`src/rtl/fbpa_ram.sv`:
```
module fbpa_ram #(
	parameter int WIDTH = 8,
	parameter int DEPTH = 16
) (
	input  logic                     clk,
	input  logic                     wr_en,
	input  logic [$clog2(DEPTH)-1:0] wr_addr,
	input  logic [WIDTH-1:0]         wr_data,
	input  logic [$clog2(DEPTH)-1:0] rd_addr,
	output logic [WIDTH-1:0]         rd_data
);

	logic [WIDTH-1:0] mem [DEPTH];

	// Write port and registered read port
	always_ff @(posedge clk) begin
		if (wr_en) begin
			mem[wr_addr] <= wr_data;
		end
		rd_data <= mem[rd_addr];
	end

endmodule
```
`config.mk`:
```
export PLATFORM = sky130hd
export DESIGN_NAME = fbpa_ram
export DESIGN_NICKNAME = d
export VERILOG_FILES = /design/src/rtl/fbpa_ram.sv
export SDC_FILE = /design/constraint.sdc
export NUM_CORES = 1
export LEC_CHECK = 0
export BUFFER_PORTS_ARGS = -buffer_cell sky130_fd_sc_hd__buf_2
export CORE_MARGIN = 1
export CORE_UTILIZATION = 60
export DETAILED_ROUTE_END_ITERATION = 12
export HOLD_SLACK_MARGIN = 0.08
export PLACE_DENSITY = 0.78
export SLEW_MARGIN = 20
export SYNTH_ARGS = -nofsm -noshare
export SYNTH_HDL_FRONTEND = slang
export SYNTH_SLANG_ARGS = --single-unit
```
`constraint.sdc`:
```
create_clock -name clk -period 3.3 [get_ports clk]
set_clock_uncertainty 0.2 [all_clocks]
set_input_delay 0.66 -clock clk [delete_from_list [all_inputs] [get_ports clk]]
set_output_delay 0.66 -clock clk [all_outputs]
set_load 0.01 [all_outputs]
```
==> impl_metrics.ini <==
[clock_network]
cts.sink_count = 136
cts_buffer_depth = 2
cts_setup_buffers = 0
cts_resized = 0
clock_latency_ps = 520
cts_tree = done
cts_made_buffers = 17
cts-root-buf = clkbuf_8
cts.htree.levels = 4
ctsHoldBuffers = 0
cts.clk_slew.worst_paths_ps = 60

[route]
wirelength_mm = 9.95
drt_iter0_drc = 254
drc = 0
firstDrtPassIters = 5
routedWlPerCell_um = 25.2
viasPerCell = 6.32
num_vias = 2496
ant_nets = 0

[logic_synthesis]
syn_area_per_cell_um2 = 22.5
syn_nets = 247
synth_ff_type = edfxtp_1
synth_top_area_cell = edfxtp_1
yosysWarnings = 0
yosysSeqAreaShare_pct = 77.8
ys_top_cells_by_area = edfxtp_1 75%, mux4_2 7.9%, mux4_1 7.1%
syn_inst = 229
synth_edf_count = 128
yosysMostFrequentCell = edfxtp_1
ys_ff_latch = 136
synthArstFlopShare_pct = 0
synth_cell_types = 19
synth_commonest_cells = 128 x edfxtp_1, 18 x mux4_2, 16 x a22oi_1
yosysTopAreaCellShare_pct = 74.7
synth_area_mm2 = 0.00515

[final_layout]
multi_input_area_mm2 = 0.00106
register_area_mm2 = 0.00400
area_growth_pct = 17.2
fin_nets = 295
drive_above_1_share_pct = 30.7
nFillCells = 469
antenna_cells = 0

[sta]
relSlewSlack_pct = 40.2
hold_viol = 0
drv_slew = 0
whs_ps = 329
setup_tns_ps = 0
rsz0062_at_grt = no
setup_violations = 0
fmax_mhz = 491
finalCriticalPeriod_ps = 2040
period_share_pct = 61.7
worst_pin_slew_ps = 893

[setup_path]
r2r-start = mem[3][4]
reg2reg_depth = 3
worstReg2RegEnd = rd_data[4]
startpoint = wr_addr[2]
crit_end = mem[2][3]
cp-end-kind = flop
crit_required_ps = 3240
worst-path-max-fanout = 8
worstPathArrival_ps = 1980
r2r_setup_slack_ps = 1680
worstSetupPathType = in -> reg
start_kind = input pin

[die]
dieHeight_um = 94.6
chipWidth_um = 94.6
pin_count = 26
core-area_mm2 = 0.00826
start_util_pct = 62.3
die-area_mm2 = 0.00895
row_count = 33

[grt]
grt_pass1_vias = 2432
grt_antenna_before_repair = 0
grt_pass1_wl_mm = 14.8
grt.overflow.total = 0
grt_max_degree = 27
grtUsageTotal_pct = 24.9

[place]
gp_congestion = 0.782
portBuffers = 25
dp_hpwl_mm = 6.03

[power_and_ir_drop]
vdd_ir_drop_max_mv = 0.344
p_leak_nw = 2.06
p_per_area_mw_per_mm2 = 662

[run_status]
status = finished, final reports clean

[worst_hold_path]
hold_path_depth = 1
hold_path.class = in -> reg

[job]
cap_violations = 0
-- cell families (layout without fill, tap and decap cells) --
| family | Yosys count | count (layout) | share of synthesized area (%) |
|---|---|---|---|
| AND/OR/NAND/NOR | 35 | 35 | 3.18 |
| multiplexers | 32 | 32 | 15.0 |
| buffers and inverters | 10 | 71 | 1.68 |
| AO/OA/AOI/OAI | 16 | 16 | 2.33 |
| flip-flops | 136 | 136 | 77.8 |
-- state kept, by name, summed over array words and instances (netlist names) --
name and flops:
mem 128, rd_data 8
-- cell type report --
type | instances | area share (%)
clock buffers | 20 | 7.39
clock inverters | 12 | 2.49
multi-input cells | 83 | 17.5
flip-flops and latches | 136 | 66.4
well taps | 105 | 2.18
repair buffers | 39 | 4.02
-- routing by layer --
| layer | vias up | wire [µm] | global-route usage [%] | part of all wire (%) |
|---|---|---|---|---|
| met3 | 22 | 779 | 6.28 | 7.8 |
| met2 | 127 | 4810 | 37.2 | 48 |
| met1 | 1274 | 4080 | 35.5 | 41 |
| met5 | - | 0 | 0 | 0 |
| li1 | 1073 | - | - | - |
| met4 | 0 | 286 | 10.6 | 2.9 |
-- worst max-delay path, cell delays in order --
cell and delay (ps):
buf_2 110, or3b_2 500, nor2_1 700
-- layout by cell type (no fill, tap or decap), types with 4 or more instances in the layout --
cell type / count
edfxtp_1: 128
buf_2: 25
nor2_1: 13
a22oi_1: 16
clkinv_2: 4
nor3_1: 4
mux4_2: 18
clkbuf_16: 16
buf_4: 13
dfxtp_1: 8
nand2_1: 9
mux4_1: 14
-- metrics by stage --
step	instances	cell area (µm²)	total power, mW	worst slack, ps	util [%]
global route	395	6030	4.10	1220	73.0
finish	395	6030	3.99	1260	73.0
floorplan	229	5150	2.08	947	-
global placement	363	5440	2.15	783	65.8
detailed placement	363	5440	2.16	733	65.8
CTS	395	6030	4.01	1260	73.0
-- worst min path at each step --
stage,start,end,slack [ps]
6_report,wr_data[2],mem[3][2],330
2_1_floorplan,mem[7][0],rd_data[0],430
5_1_grt,wr_data[2],mem[3][2],320
3_3_place_gp,mem[14][4],rd_data[4],460
3_5_place_dp,mem[12][4],rd_data[4],470
4_1_cts,wr_data[2],mem[3][2],320
-- power breakdown --
part	total, mW	leakage [nW]	switching [mW]	internal, mW
Combinational	0.179	0.549	0.105	0.0745
Sequential	1.94	1.22	0.0111	1.93
Clock	1.87	0.287	0.683	1.19
Total	3.99	2.06	0.799	3.19
No activity file was read; power rests on OpenSTA's default activity.
